===== src/design/osng_pkg.sv =====
package osng_pkg;

  localparam int OCT_N = 4;
  localparam int OCT_W = $clog2(OCT_N);
  localparam int V_W = 20;
  localparam int MIX_W = 28;
  localparam int WSUM_W = 10;

  localparam logic [1:0] SH_0  = 2'd0;
  localparam logic [1:0] SH_16 = 2'd1;
  localparam logic [1:0] SH_32 = 2'd2;

  typedef struct packed {
    logic              add;
    logic [1:0]        sh;
    logic signed [39:0] a;
    logic signed [17:0] b;
  } mac_op_t;

  localparam logic [7:0] PERM [256] = '{
    8'd151, 8'd160, 8'd137, 8'd91, 8'd90, 8'd15, 8'd131, 8'd13, 8'd201, 8'd95, 8'd96, 8'd53,
    8'd194, 8'd233, 8'd7, 8'd225, 8'd140, 8'd36, 8'd103, 8'd30, 8'd69, 8'd142, 8'd8, 8'd99,
    8'd37, 8'd240, 8'd21, 8'd10, 8'd23, 8'd190, 8'd6, 8'd148, 8'd247, 8'd120, 8'd234, 8'd75,
    8'd0, 8'd26, 8'd197, 8'd62, 8'd94, 8'd252, 8'd219, 8'd203, 8'd117, 8'd35, 8'd11, 8'd32,
    8'd57, 8'd177, 8'd33, 8'd88, 8'd237, 8'd149, 8'd56, 8'd87, 8'd174, 8'd20, 8'd125, 8'd136,
    8'd171, 8'd168, 8'd68, 8'd175, 8'd74, 8'd165, 8'd71, 8'd134, 8'd139, 8'd48, 8'd27, 8'd166,
    8'd77, 8'd146, 8'd158, 8'd231, 8'd83, 8'd111, 8'd229, 8'd122, 8'd60, 8'd211, 8'd133, 8'd230,
    8'd220, 8'd105, 8'd92, 8'd41, 8'd55, 8'd46, 8'd245, 8'd40, 8'd244, 8'd102, 8'd143, 8'd54,
    8'd65, 8'd25, 8'd63, 8'd161, 8'd1, 8'd216, 8'd80, 8'd73, 8'd209, 8'd76, 8'd132, 8'd187,
    8'd208, 8'd89, 8'd18, 8'd169, 8'd200, 8'd196, 8'd135, 8'd130, 8'd116, 8'd188, 8'd159, 8'd86,
    8'd164, 8'd100, 8'd109, 8'd198, 8'd173, 8'd186, 8'd3, 8'd64, 8'd52, 8'd217, 8'd226, 8'd250,
    8'd124, 8'd123, 8'd5, 8'd202, 8'd38, 8'd147, 8'd118, 8'd126, 8'd255, 8'd82, 8'd85, 8'd212,
    8'd207, 8'd206, 8'd59, 8'd227, 8'd47, 8'd16, 8'd58, 8'd17, 8'd182, 8'd189, 8'd28, 8'd42,
    8'd223, 8'd183, 8'd170, 8'd213, 8'd119, 8'd248, 8'd152, 8'd2, 8'd44, 8'd154, 8'd163, 8'd70,
    8'd221, 8'd153, 8'd101, 8'd155, 8'd167, 8'd43, 8'd172, 8'd9, 8'd129, 8'd22, 8'd39, 8'd253,
    8'd19, 8'd98, 8'd108, 8'd110, 8'd79, 8'd113, 8'd224, 8'd232, 8'd178, 8'd185, 8'd112, 8'd104,
    8'd218, 8'd246, 8'd97, 8'd228, 8'd251, 8'd34, 8'd242, 8'd193, 8'd238, 8'd210, 8'd144, 8'd12,
    8'd191, 8'd179, 8'd162, 8'd241, 8'd81, 8'd51, 8'd145, 8'd235, 8'd249, 8'd14, 8'd239, 8'd107,
    8'd49, 8'd192, 8'd214, 8'd31, 8'd181, 8'd199, 8'd106, 8'd157, 8'd184, 8'd84, 8'd204, 8'd176,
    8'd115, 8'd121, 8'd50, 8'd45, 8'd127, 8'd4, 8'd150, 8'd254, 8'd138, 8'd236, 8'd205, 8'd93,
    8'd222, 8'd114, 8'd67, 8'd29, 8'd24, 8'd72, 8'd243, 8'd141, 8'd128, 8'd195, 8'd78, 8'd66,
    8'd215, 8'd61, 8'd156, 8'd180
  };

  function automatic logic [15:0] sat16(input logic signed [MIX_W-1:0] x);
    logic [15:0] r;
    if (x > $signed(MIX_W'(32767))) begin
      r = 16'h7fff;
    end else if (x < -$signed(MIX_W'(32768))) begin
      r = 16'h8000;
    end else begin
      r = x[15:0];
    end
    return r;
  endfunction

endpackage


===== src/design/osng_mac.sv =====
module osng_mac
  import osng_pkg::*;
(
  input  logic        clk,
  input  mac_op_t     op,
  output logic [63:0] acc
);

  logic signed [57:0] prod;
  logic [63:0] wide;
  logic [63:0] term;

  assign prod = op.a * op.b;
  assign wide = {{6{prod[57]}}, prod};

  always_comb begin
    unique case (op.sh)
      SH_16:   term = wide << 16;
      SH_32:   term = wide << 32;
      default: term = wide;
    endcase
  end

  always_ff @(posedge clk) begin
    if (op.add) begin
      acc <= acc + term;
    end else begin
      acc <= term;
    end
  end

endmodule


===== src/design/osng_div.sv =====
module osng_div
  import osng_pkg::*;
(
  input  logic              clk,
  input  logic              rst,
  input  logic              start,
  input  logic [MIX_W-1:0]  dividend,
  input  logic [WSUM_W-1:0] divisor,
  output logic              busy,
  output logic [MIX_W-1:0]  quotient
);

  localparam int CNT_W = $clog2(MIX_W + 1);

  logic [WSUM_W-1:0] dsr;
  logic [WSUM_W-1:0] rem;
  logic [CNT_W-1:0]  cnt;
  logic [WSUM_W:0]   trial;
  logic              fits;

  assign trial = {rem, quotient[MIX_W-1]};
  assign fits = trial >= {1'b0, dsr};

  always_ff @(posedge clk) begin
    if (rst) begin
      busy <= 1'b0;
      cnt <= '0;
    end else if (start) begin
      busy <= 1'b1;
      cnt <= CNT_W'(MIX_W);
    end else if (busy) begin
      cnt <= cnt - 1'b1;
      if (cnt == CNT_W'(1)) begin
        busy <= 1'b0;
      end
    end
  end

  always_ff @(posedge clk) begin
    if (start) begin
      quotient <= dividend;
      dsr <= divisor;
      rem <= '0;
    end else if (busy) begin
      quotient <= {quotient[MIX_W-2:0], fits};
      if (fits) begin
        rem <= WSUM_W'(trial - {1'b0, dsr});
      end else begin
        rem <= trial[WSUM_W-1:0];
      end
    end
  end

endmodule


===== src/design/osng_seq.sv =====
module osng_seq
  import osng_pkg::*;
(
  input  logic              clk,
  input  logic              rst,
  input  logic              in_valid,
  output logic              in_ready,
  input  logic [15:0]       speed_cv,
  input  logic              speed_cv_present,
  input  logic [15:0]       amp_cv,
  input  logic              amp_cv_present,
  input  logic [47:0]       elapsed_time,
  input  logic [15:0]       base_speed,
  input  logic [8:0]        speed_blend,
  input  logic [11:0]       base_amplitude,
  input  logic [8:0]        amplitude_blend,
  input  logic [31:0]       octave_weights,
  output mac_op_t           op,
  input  logic [63:0]       acc,
  output logic              div_start,
  output logic [MIX_W-1:0]  div_dividend,
  output logic [WSUM_W-1:0] div_divisor,
  input  logic              div_busy,
  input  logic [MIX_W-1:0]  div_quotient,
  output logic              out_valid,
  input  logic              out_ready,
  output logic [79:0]       out_data
);

  localparam logic [4:0] ST_IDLE = 5'd0;
  localparam logic [4:0] ST_CV5  = 5'd1;
  localparam logic [4:0] ST_SPDA = 5'd2;
  localparam logic [4:0] ST_SPDB = 5'd3;
  localparam logic [4:0] ST_AMPA = 5'd4;
  localparam logic [4:0] ST_AMPB = 5'd5;
  localparam logic [4:0] ST_POS0 = 5'd6;
  localparam logic [4:0] ST_POS1 = 5'd7;
  localparam logic [4:0] ST_POS2 = 5'd8;
  localparam logic [4:0] ST_POSW = 5'd9;
  localparam logic [4:0] ST_DD   = 5'd10;
  localparam logic [4:0] ST_T2   = 5'd11;
  localparam logic [4:0] ST_T3   = 5'd12;
  localparam logic [4:0] ST_TX   = 5'd13;
  localparam logic [4:0] ST_TG   = 5'd14;
  localparam logic [4:0] ST_VA   = 5'd15;
  localparam logic [4:0] ST_VS   = 5'd16;
  localparam logic [4:0] ST_MIX  = 5'd17;
  localparam logic [4:0] ST_DIVS = 5'd18;
  localparam logic [4:0] ST_DIVW = 5'd19;

  logic [4:0] state;
  logic [4:0] state_next;

  logic [15:0]        cv_s;
  logic [15:0]        cv_a;
  logic               pres_s;
  logic               pres_a;
  logic signed [20:0] speed;
  logic signed [15:0] amp;
  logic [63:0]        pos;
  logic [OCT_W-1:0]   k;
  logic               corner;
  logic signed [39:0] nacc;
  logic signed [V_W-1:0] v [OCT_N];
  logic               neg;

  logic [8:0]   bs;
  logic [8:0]   ba;
  logic [19:0]  kspd;
  logic [14:0]  kamp;
  logic [16:0]  ucv;
  logic signed [15:0] cv5;
  logic [63:0]  pk;
  logic [15:0]  f;
  logic [7:0]   slot;
  logic [7:0]   hash;
  logic [3:0]   h;
  logic signed [4:0] g;
  logic [16:0]  d;
  logic [17:0]  x;
  logic [32:0]  omd;
  logic [16:0]  t1;
  logic [16:0]  tsq;
  logic signed [39:0] nsum;
  logic [WSUM_W-1:0] wsum;
  logic [MIX_W-1:0]  msum;
  logic [MIX_W-1:0]  mixed;
  logic              load_out;

  assign in_ready = (state == ST_IDLE);

  assign bs = (speed_blend > 9'd256) ? 9'd256 : speed_blend;
  assign ba = (amplitude_blend > 9'd256) ? 9'd256 : amplitude_blend;
  assign kspd = {base_speed, 4'b0};
  assign kamp = {base_amplitude, 3'b0};
  assign ucv = {1'b0, cv_s ^ 16'h8000} + 17'd2;
  assign cv5 = $signed({2'b00, acc[31:18]}) - 16'sd6554;

  assign pk = pos << k;
  assign f = pk[42:27];
  assign slot = pk[50:43];
  assign hash = PERM[corner ? slot + 8'd1 : slot];
  assign h = hash[3:0];
  assign g = h[3] ? -$signed({2'b00, h[2:0]} + 5'd1) : $signed({2'b00, h[2:0]} + 5'd1);
  assign d = corner ? 17'h10000 - {1'b0, f} : {1'b0, f};
  assign x = corner ? {2'b00, f} - 18'h10000 : {2'b00, f};
  assign omd = 33'h1_0000_0000 - acc[32:0];
  assign t1 = omd[32:16];
  assign tsq = acc[32:16];
  assign nsum = nacc + $signed(acc[39:0]);

  always_comb begin
    wsum = '0;
    for (int i = 0; i < OCT_N; i++) begin
      wsum = wsum + WSUM_W'(octave_weights[8*i +: 8]);
    end
  end

  assign msum = acc[MIX_W-1:0];
  assign div_start = (state == ST_DIVS);
  assign div_dividend = msum[MIX_W-1] ? ~msum : msum;
  assign div_divisor = (wsum == '0) ? WSUM_W'(1) : wsum;
  assign mixed = neg ? ~div_quotient : div_quotient;
  assign load_out = (state == ST_DIVW) && !div_busy && (!out_valid || out_ready);

  always_comb begin
    op = '0;
    unique case (state)
      ST_CV5: begin
        op.a = 40'sd52429;
        op.b = {1'b0, ucv};
      end
      ST_SPDA: begin
        op.a = {{24{cv5[15]}}, cv5};
        op.b = {9'b0, bs};
      end
      ST_SPDB: begin
        op.add = 1'b1;
        op.a = {20'b0, kspd};
        op.b = {9'b0, 9'd256 - bs};
      end
      ST_AMPA: begin
        op.a = {{24{cv_a[15]}}, cv_a};
        op.b = {9'b0, ba};
      end
      ST_AMPB: begin
        op.add = 1'b1;
        op.a = {25'b0, kamp};
        op.b = {9'b0, 9'd256 - ba};
      end
      ST_POS0: begin
        op.a = {{19{speed[20]}}, speed};
        op.b = {2'b00, elapsed_time[15:0]};
      end
      ST_POS1: begin
        op.add = 1'b1;
        op.sh = SH_16;
        op.a = {{19{speed[20]}}, speed};
        op.b = {2'b00, elapsed_time[31:16]};
      end
      ST_POS2: begin
        op.add = 1'b1;
        op.sh = SH_32;
        op.a = {{19{speed[20]}}, speed};
        op.b = {2'b00, elapsed_time[47:32]};
      end
      ST_DD: begin
        op.a = {23'b0, d};
        op.b = {1'b0, d};
      end
      ST_T2: begin
        op.a = {23'b0, t1};
        op.b = {1'b0, t1};
      end
      ST_T3: begin
        op.a = {23'b0, tsq};
        op.b = {1'b0, tsq};
      end
      ST_TX: begin
        op.a = {23'b0, tsq};
        op.b = x;
      end
      ST_TG: begin
        op.a = acc[39:0];
        op.b = {{13{g[4]}}, g};
      end
      ST_VA: begin
        op.a = nsum;
        op.b = {{2{amp[15]}}, amp};
      end
      ST_MIX: begin
        op.add = (k != '0);
        op.a = {{(40-V_W){v[k][V_W-1]}}, v[k]};
        op.b = {10'b0, octave_weights[8*k +: 8]};
      end
      default: op = '0;
    endcase
  end

  always_comb begin
    state_next = state;
    unique case (state)
      ST_IDLE: if (in_valid) state_next = ST_CV5;
      ST_CV5:  state_next = ST_SPDA;
      ST_SPDA: state_next = ST_SPDB;
      ST_SPDB: state_next = ST_AMPA;
      ST_AMPA: state_next = ST_AMPB;
      ST_AMPB: state_next = ST_POS0;
      ST_POS0: state_next = ST_POS1;
      ST_POS1: state_next = ST_POS2;
      ST_POS2: state_next = ST_POSW;
      ST_POSW: state_next = ST_DD;
      ST_DD:   state_next = ST_T2;
      ST_T2:   state_next = ST_T3;
      ST_T3:   state_next = ST_TX;
      ST_TX:   state_next = ST_TG;
      ST_TG:   state_next = corner ? ST_VA : ST_DD;
      ST_VA:   state_next = ST_VS;
      ST_VS:   state_next = (k == OCT_W'(OCT_N - 1)) ? ST_MIX : ST_DD;
      ST_MIX:  state_next = (k == OCT_W'(OCT_N - 1)) ? ST_DIVS : ST_MIX;
      ST_DIVS: state_next = ST_DIVW;
      ST_DIVW: if (load_out) state_next = ST_IDLE;
      default: state_next = ST_IDLE;
    endcase
  end

  always_ff @(posedge clk) begin
    if (rst) begin
      state <= ST_IDLE;
      out_valid <= 1'b0;
      k <= '0;
      corner <= 1'b0;
    end else begin
      state <= state_next;
      if (load_out) begin
        out_valid <= 1'b1;
      end else if (out_ready) begin
        out_valid <= 1'b0;
      end
      if (state == ST_TG) begin
        corner <= !corner;
      end
      if (state == ST_VS || state == ST_MIX) begin
        k <= (k == OCT_W'(OCT_N - 1)) ? '0 : k + 1'b1;
      end
    end
  end

  always_ff @(posedge clk) begin
    if (state == ST_IDLE && in_valid) begin
      cv_s <= speed_cv;
      cv_a <= amp_cv;
      pres_s <= speed_cv_present;
      pres_a <= amp_cv_present;
    end
    if (state == ST_AMPA) begin
      speed <= pres_s ? $signed(acc[28:8]) : $signed({1'b0, kspd});
    end
    if (state == ST_POS0) begin
      amp <= pres_a ? $signed(acc[23:8]) : $signed({1'b0, kamp});
    end
    if (state == ST_POSW) begin
      pos <= acc;
    end
    if (state == ST_DD && corner) begin
      nacc <= $signed(acc[39:0]);
    end
    if (state == ST_VS) begin
      v[k] <= $signed(acc[V_W+33:34]);
    end
    if (state == ST_DIVS) begin
      neg <= msum[MIX_W-1];
    end
    if (load_out) begin
      out_data[15:0] <= sat16(mixed);
      for (int i = 0; i < OCT_N; i++) begin
        out_data[16*(i+1) +: 16] <= sat16({{(MIX_W-V_W){v[i][V_W-1]}}, v[i]});
      end
    end
  end

endmodule


===== src/design/octave_simplex_noise_generator_unit.sv =====
// Four-octave 1D simplex noise source, one item per sample tick. Each accepted
// item advances the Q16.32 time by time_step, forms speed and amplitude from
// the knobs and any present control voltages, evaluates the octaves at 1x, 2x,
// 4x and 8x speed and returns one result item with the saturated octaves and
// their weighted mean. The result is built from 56 products on the single
// shared 40x18 multiplier, one per cycle, with the POSW and VS sequencing
// states between them, then a start state, 28 bit-serial divider steps and a
// load state for the weighted mean. s_tready is low until the result is loaded,
// so no new item is taken before the last is done. A finished result waits in the
// output register; a following item stalls before its own load until it is taken.
module octave_simplex_noise_generator_unit
  import osng_pkg::*;
(
  input  logic        clk,
  input  logic        rst,
  input  logic        s_tvalid,
  output logic        s_tready,
  input  logic [31:0] s_tdata,  // speed_cv [15:0], amp_cv [31:16]
  input  logic [1:0]  s_tuser,  // speed_cv_present [0], amp_cv_present [1]
  output logic        m_tvalid,
  input  logic        m_tready,
  output logic [79:0] m_tdata,  // mixed_noise, octave0_noise .. octave3_noise, 16 bits each
  input  logic        cfg_we,
  input  logic [2:0]  cfg_index,
  input  logic [31:0] cfg_data
);

  localparam logic [2:0] REG_TIME_STEP = 3'd0;
  localparam logic [2:0] REG_BASE_SPEED = 3'd1;
  localparam logic [2:0] REG_SPEED_BLEND = 3'd2;
  localparam logic [2:0] REG_BASE_AMP = 3'd3;
  localparam logic [2:0] REG_AMP_BLEND = 3'd4;
  localparam logic [2:0] REG_WEIGHTS = 3'd5;

  logic [31:0] time_step;
  logic [15:0] base_speed;
  logic [8:0]  speed_blend;
  logic [11:0] base_amplitude;
  logic [8:0]  amplitude_blend;
  logic [31:0] octave_weights;
  logic [47:0] elapsed_time;

  mac_op_t           op;
  logic [63:0]       acc;
  logic              div_start;
  logic [MIX_W-1:0]  div_dividend;
  logic [WSUM_W-1:0] div_divisor;
  logic              div_busy;
  logic [MIX_W-1:0]  div_quotient;
  logic              accept;

  assign accept = s_tvalid && s_tready;

  always_ff @(posedge clk) begin
    if (rst) begin
      time_step <= 32'd89478;
      base_speed <= 16'd32064;
      speed_blend <= 9'd128;
      base_amplitude <= 12'd256;
      amplitude_blend <= 9'd128;
      octave_weights <= 32'd1077952576;
      elapsed_time <= '0;
    end else begin
      if (cfg_we) begin
        unique case (cfg_index)
          REG_TIME_STEP:   time_step <= cfg_data;
          REG_BASE_SPEED:  base_speed <= cfg_data[15:0];
          REG_SPEED_BLEND: speed_blend <= cfg_data[8:0];
          REG_BASE_AMP:    base_amplitude <= cfg_data[11:0];
          REG_AMP_BLEND:   amplitude_blend <= cfg_data[8:0];
          REG_WEIGHTS:     octave_weights <= cfg_data;
          default: ;
        endcase
      end
      if (accept) begin
        elapsed_time <= elapsed_time + {16'b0, time_step};
      end
    end
  end

  osng_mac u_mac (
    .clk (clk),
    .op  (op),
    .acc (acc)
  );

  osng_div u_div (
    .clk      (clk),
    .rst      (rst),
    .start    (div_start),
    .dividend (div_dividend),
    .divisor  (div_divisor),
    .busy     (div_busy),
    .quotient (div_quotient)
  );

  osng_seq u_seq (
    .clk              (clk),
    .rst              (rst),
    .in_valid         (s_tvalid),
    .in_ready         (s_tready),
    .speed_cv         (s_tdata[15:0]),
    .speed_cv_present (s_tuser[0]),
    .amp_cv           (s_tdata[31:16]),
    .amp_cv_present   (s_tuser[1]),
    .elapsed_time     (elapsed_time),
    .base_speed       (base_speed),
    .speed_blend      (speed_blend),
    .base_amplitude   (base_amplitude),
    .amplitude_blend  (amplitude_blend),
    .octave_weights   (octave_weights),
    .op               (op),
    .acc              (acc),
    .div_start        (div_start),
    .div_dividend     (div_dividend),
    .div_divisor      (div_divisor),
    .div_busy         (div_busy),
    .div_quotient     (div_quotient),
    .out_valid        (m_tvalid),
    .out_ready        (m_tready),
    .out_data         (m_tdata)
  );

`ifndef NO_ASSERTIONS
  a_busy_after_accept: assert property (@(posedge clk) disable iff (rst)
    accept |=> !s_tready)
    else $error("input accepted while an item is in progress");

  a_time_advance: assert property (@(posedge clk) disable iff (rst)
    accept |=> elapsed_time == $past(elapsed_time) + {16'b0, $past(time_step)})
    else $error("time did not advance by one step");

  a_div_idle: assert property (@(posedge clk) disable iff (rst)
    s_tready |-> !div_busy)
    else $error("divider busy while idle");
`endif

endmodule

===== config.mk =====
export PLATFORM = sky130hd
export DESIGN_NAME = octave_simplex_noise_generator_unit
export DESIGN_NICKNAME = d
export VERILOG_FILES = /design/src/design/osng_pkg.sv /design/src/design/osng_mac.sv /design/src/design/osng_div.sv /design/src/design/osng_seq.sv /design/src/design/octave_simplex_noise_generator_unit.sv
export SDC_FILE = /design/constraint.sdc
export NUM_CORES = 2
export LEC_CHECK = 0
export BUFFER_PORTS_ARGS = -buffer_cell sky130_fd_sc_hd__buf_2
export CORE_AREA = 4 4 310 312
export CTS_CLUSTER_SIZE = 24
export DETAILED_ROUTE_END_ITERATION = 10
export DIE_AREA = 0 0 314 316
export HOLD_SLACK_MARGIN = 0.15
export PLACE_DENSITY = 0.87
export SKIP_LAST_GASP = 1
export SLEW_MARGIN = 5
export SYNTH_ARGS = -nofsm -noshare
export SYNTH_HDL_FRONTEND = slang
export SYNTH_SLANG_ARGS = --single-unit

===== constraint.sdc =====
create_clock -name clk -period 27.5 [get_ports clk]
set_clock_uncertainty 0.15 [all_clocks]
set_input_delay 2.75 -clock clk [delete_from_list [all_inputs] [get_ports clk]]
set_output_delay 2.75 -clock clk [all_outputs]
set_load 0.03 [all_outputs]

# Yosys cells after proc, flatten, opt, wreduce, memory -nomap -nowiden
# Memory sizes are Yosys's and may differ from the RTL's. A register that Yosys moved wholly into a read port is not among the register bits.
# Index checks and enable logic that the tools add are counted.
[word_totals]
reg_bits = 541
mem_bits_rw = 80
romBits = 2048
out_inout_bits = 82
elab_cells = 173
n_memories = 2
[op_classes]
n_addsub = 19
mul = 1
magnitude_cmp = 14
n_eq_ne = 30
shift = 2
n_mux = 43
bitwise = 4
n_reduce_logical = 24
[mem_list]
columns = ["memory", "depth", "word_bits", "read_ports", "rd_ports_with_merged_regs", "write_ports", "line_no", "rtl"]
rows = [
  ["(name not given)", 256, 8, 1, 0, 0, "osng_seq.sv:102", "assign hash = PERM[corner ? slot + 8'd1 : slot];"],
  ["u_seq.v", 4, 20, 5, 1, 1, "osng_seq.sv:64", "logic signed [V_W-1:0] v [OCT_N];"],
]
[op_table]
columns = ["cell", "count"]
rows = [
  ["58-bit case mux with 15 select lines", 1],
  ["64-bit case mux with 2 select lines", 1],
  ["28-bit two-way mux", 4],
  ["5-bit case mux with 20 select lines", 1],
  ["20-bit by 16-bit greater-than comparator with 1-bit output (second input constant)", 4],
  ["20-bit by 16-bit less-than comparator with 1-bit output (second input constant)", 4],
  ["16-bit two-way mux", 5],
  ["64-bit adder", 1],
  ["64-bit two-way mux", 1],
  ["64-bit by 2-bit left shift with 51-bit output", 1],
  ["40-bit by 18-bit multiplier with 58-bit output", 1],
  ["28-bit NOT", 2],
  ["48-bit by 32-bit adder with 48-bit output", 1],
  ["40-bit adder", 1],
  ["5-bit by 4-bit == test with 1-bit output (second input constant)", 8],
  ["33-bit subtractor (first input constant)", 1],
  ["32-bit by 6-bit indexed part select with 8-bit output", 1],
  ["5-bit two-way mux", 6],
  ["28-bit by 16-bit greater-than comparator with 1-bit output (second input constant)", 1],
  ["28-bit by 16-bit less-than comparator with 1-bit output (second input constant)", 1],
  ["10-bit by 8-bit adder with 10-bit output", 2],
  ["5-bit by 3-bit == test with 1-bit output (second input constant)", 4],
  ["5-bit == test (second input constant)", 4],
  ["20-bit two-way mux", 1],
  ["other kinds (48)", 80],
]

# Longest topological paths before layout
[depth]
ltp_word = 15
depth_mapped = 67
depth_no_buf = 62

# By module
# Synthesis repeated with hierarchy kept, for this count alone.
[hier_totals]
hier_cells = 6827
hier_area_um2 = 62322.3
[by_module_without_submodules]
columns = ["mod", "instances", "cells_each", "area_each_um2"]
rows = [
  ["osng_mac", 1, 3642, 30940.9],
  ["osng_seq", 1, 2027, 21376.8],
  ["octave_simplex_noise_generator_unit", 1, 941, 7300.8],
  ["osng_div", 1, 217, 2703.8],
]

# Worst setup path after synthesis
# No wires, ideal clock.
[synth_timing]
path_kind = "flip-flop to flip-flop"
start = "reg u_seq.k[1]"
end = "reg u_mac.acc[51]"
setup_time_ps = 121
arrival_ps = 13975
t_required_ps = 27229
path_slack_ps = 13254
path_stages_with_launch = 61
period_less_slack_ps = 14246
path_cell_list = "dfxtp_1 mux4_2 buf_2 buf_1 ha_1 mux2_2 inv_1 ha_1 buf_1 o211ai_1 a22o_1 or4_1 o211ai_1 a31oi_1 a22oi_1 nand3_2 a211oi_2 o211ai_2 [25 not listed] nor3b_1 a31o_2 o21ai_0 nand2_1 ha_1 and2_1 a221o_1 a221oi_1 a21boi_0 o31ai_1 a311o_1 a31oi_1 o21bai_1 a21oi_1 o21bai_1 a21o_1 xor2_1 mux2_2"
[synth_via]
elab_chain_len = 15
elab_cells_between_ends = 22
cone_classes = "add/sub (6); mul (1); shift (2); mux (10); bitwise (1); reduce/logical (1); memory (1)"
[synth_lines]
columns = ["item", "line_no", "rtl"]
rows = [
  ["from (decl)", "osng_seq.sv:61", "logic [OCT_W-1:0] k;"],
  ["from (signal assigned)", "osng_seq.sv:244", "k <= (k == OCT_W'(OCT_N - 1)) ? '0 : k + 1'b1;"],
  ["64-bit by 2-bit left shift with 51-bit output", "osng_seq.sv:99", "assign pk = pos << k;"],
  ["8-bit by 1-bit adder with 8-bit output", "osng_seq.sv:102", ""],
  ["8-bit two-way mux", "osng_seq.sv:102", ""],
  ["8-bit NOT with 9-bit output", "osng_seq.sv:102", ""],
  ["memory read 256 x 8 bit", "-", ""],
  ["4-bit two-way mux (2 in a row)", "osng_seq.sv:102", ""],
  ["3-bit by 1-bit adder with 4-bit output", "osng_seq.sv:104", "assign g = h[3] ? -$signed({2'b00, h[2:0]} + 5'd1) : $signed({2'b00, h[2:0]} + 5'd1);"],
  ["5-bit negator", "osng_seq.sv:104", ""],
  ["5-bit two-way mux", "osng_seq.sv:104", ""],
  ["58-bit case mux with 15 select lines", "osng_seq.sv:128", "unique case (state)"],
  ["40-bit by 18-bit multiplier with 58-bit output", "osng_mac.sv:13", "assign prod = op.a * op.b;"],
  ["64-bit case mux with 2 select lines", "osng_mac.sv:17", "unique case (op.sh)"],
  ["64-bit adder", "osng_mac.sv:26", "acc <= acc + term;"],
  ["64-bit two-way mux (*)", "osng_mac.sv:25", "if (op.add) begin"],
  ["to (signal assigned)", "osng_mac.sv:26", ""],
  ["to (signal assigned)", "osng_mac.sv:28", "acc <= term;"],
  ["to (decl)", "osng_mac.sv:6", "output logic [63:0] acc"],
]
# Mark *: on every way between the ends. The rest lies on a longest branch, timed or not. The select of a mux whose other input is x is not followed.
# A chain may end at the register's enable or synchronous reset.

# Worst setup path in the final report
[layout_timing]
start = "reg u_seq.k[0]"
end = "reg u_mac.acc[51]"
# Same word-level chain as after synthesis.

==> metrics.yaml <==
remaining_drc_errors: 0
grtUsageTotal_pct: 38.3
total_power_mw: 4.17
hold_start: "time_step[15]$_SDFFE_PP0P_"
cts_root_buf: "clkbuf_16"
crit_slowest_cell: "and2_1"
post_cts_resized: 0
cpPeakStageDelay_ns: 0.84
routed_wl_mm: 190
clockBufferDepth: 3
synth_common_cells: "nand2_1, inv_1, fa_1"
fin_crit_ns: 17.89
crit_required_ns: 27.86
grt_pass1_vias: 50248
place_congestion: 1.02
core_um2: 93000
drt-vias-per-instance: 6.49
detail_route.iter0.violations: 6655
start_util_pct: 63.0
wl_per_cell_um: 24.6
cts_inserted_buffers: 56
yosys_warnings: 0
avgSynthCellArea_um2: 9.08
multi_input_area_um2: 39400
postSynthCellCount: 6451
layout.cells.non_filler: 7741
relSlewSlack_pct: 10.9
status: "completed"
post-cts-setup-buffers: 0
finalMaxSlewViolations: 0
cp.arrival_ns: 18.25
setup_viol: 0
tightest_slew_ns: 1.33
grt_overflow: 0
fin_nets: 7480
dpl_cell_area_um2: 60700
async_flop_share_pct: 0
fin_tns_setup_ns: 0
clk_latency_ns: 0.65
synth_edf_count: 337
first_pass_iters: 7
rsz0062_at_grt: "false"
cts_sinks: 576
fillers: 7147
holdBufCountCts: 0
drv_cap: 0
grt_start_max_net_pins: 105
cts_tree: "yes"
port_buffers: 155
dp_cells: 7632
antenna_left: 0
criticalPathCategory: "reg -> reg"
drive_gt1_share_pct: 7.99
yosysSeqAreaShare_pct: 25.4
clk_pin_slew_ns: 0.06
power.density_nw_per_um2: 66.7
syn_nets: 7495
yosys_register_bits: 576
ir_drop_mv: 0.0613
hold_viol: 0
syn2layout_area_growth_pct: 6.81
die_area_um2: 99200
die_x_um: 314
synth_top_flop_cell: "edfxtp_1"
finalCritPeriodShare_pct: 65.0
cp-end-kind: "flop"
crit_path_start: "u_seq.k[0]$_SDFFE_PP0N_"
io_pins: 156
fmax_mhz: 55.9
crit_fanout: 45
fin_area_um2: 62600
hold_path_class: "reg -> reg"
antenna_found_initial: 8
htree_levels: 2
chipHeight_um: 316
synth.distinct_cells: 87
r2r_start: "u_seq.k[0]$_SDFFE_PP0N_"
p_leak_nw: 27.3
synthMostInstantiatedCell: "nand2_1"
core.rowCount: 112
synthTopCellsByArea: "fa_1, edfxtp_1, dfxtp_1"
yosys.area.top_type: "fa_1"
vias: 50203
synth_area_um2: 58600
dp_hpwl_mm: 143
netlist.area_leader.share_pct: 22.6
grt_pass1_wl_mm: 293
worstSetupStartpointType: "flop"
seq_area_um2: 14900
[worst paths after layout]
kind / endpoint / slack (ns) / cells past startpoint
worst max-delay path: u_mac.acc[51]$_DFF_P_ / 9.61 / 58
worst min-delay path: time_step[15]$_SDFFE_PP0P_ / 0.31 / 2
worst max register to register: u_mac.acc[51]$_DFF_P_ / 9.61 / 58
worst min register to register: time_step[15]$_SDFFE_PP0P_ / 0.31 / 2
[final cells by class]
type	count	share of cell area, %
multi-input cells	4678	62.9
flip-flops and latches	576	23.8
clock inverters	32	0.468
clock buffers	72	2.48
diodes	5	0.0200
well taps	1254	2.51
inverters	845	5.07
repair buffers	279	2.73
[layer usage]
layer | wire, um | global-route usage (%)
met1 | 71500 | 51.3
met2 | 84500 | 59.0
met3 | 23100 | 9.04
met4 | 11100 | 18.9
met5 | 7 | 0
[placed cells by master, fill, tap and decap left out, types with 83 or more instances in the layout]
cell and instances:
xnor2_1 188, o21a_1 83, a21o_1 103, o21ai_0 248, xor2_1 97, ha_1 307
edfxtp_1 337, a21oi_1 398, fa_1 662, dfxtp_1 236, buf_2 154, inv_1 841
buf_4 125, nand3_1 84, nand2_1 1051, and2_1 185, nor2_1 258
[report_power, final]
group / switching (mW) / internal, mW / leakage, nW
Sequential: 0.0981 / 0.992 / 5.03
Clock: 0.362 / 0.438 / 0.895
Combinational: 1.44 / 0.843 / 21.4
Total: 1.90 / 2.27 / 27.3
[logic make-up after synthesis]
| family | after synthesis | share of synthesized area [%] |
|---|---|---|
| xor gates and xnor gates | 292 | 4.43 |
| DFF | 576 | 25.4 |
| muxes | 116 | 3.04 |
| AOI/OAI and AO/OA | 1331 | 14.8 |
| adders and majority gates | 970 | 29.2 |
| buffers and inverters | 1197 | 7.82 |
| and+or+nand+nor | 1969 | 15.3 |
[worst max-delay path, delay by kind of cell (launching register included)]
| family | cells | cell delay, ns |
|---|---|---|
| AO/OA/AOI/OAI | 22 | 5.08 |
| XOR/XNOR | 2 | 0.41 |
| adder cells (fa/ha/maj) | 11 | 5.21 |
| buffers and inverters | 8 | 2.28 |
| flip-flops | 1 | 0.37 |
| multiplexers | 3 | 1.40 |
| AND/OR/NAND/NOR | 12 | 2.83 |
[flip-flops by register name, summed over array words and instances, names as in the netlist, 21 cells and up, named ones only]
register / cells
u_seq.v: 80
u_seq.out_data: 80
u_seq.nacc: 40
u_seq.pos: 27
u_mac.acc: 54
u_div.quotient: 28
elapsed_time: 48
octave_weights: 32
time_step: 32
u_seq.speed: 21
[stage by stage]
step	setup WS, ns	utilization (%)	hold WS (ns)
CTS	9.94	67.2	0.317
floorplan	13.25	-	0.291
finish	9.61	67.3	0.315
global placement	10.37	65.3	0.306
detailed placement	10.02	65.3	0.313
global route	8.68	67.2	0.338
Note: power is estimated with default switching activity, not from simulation.
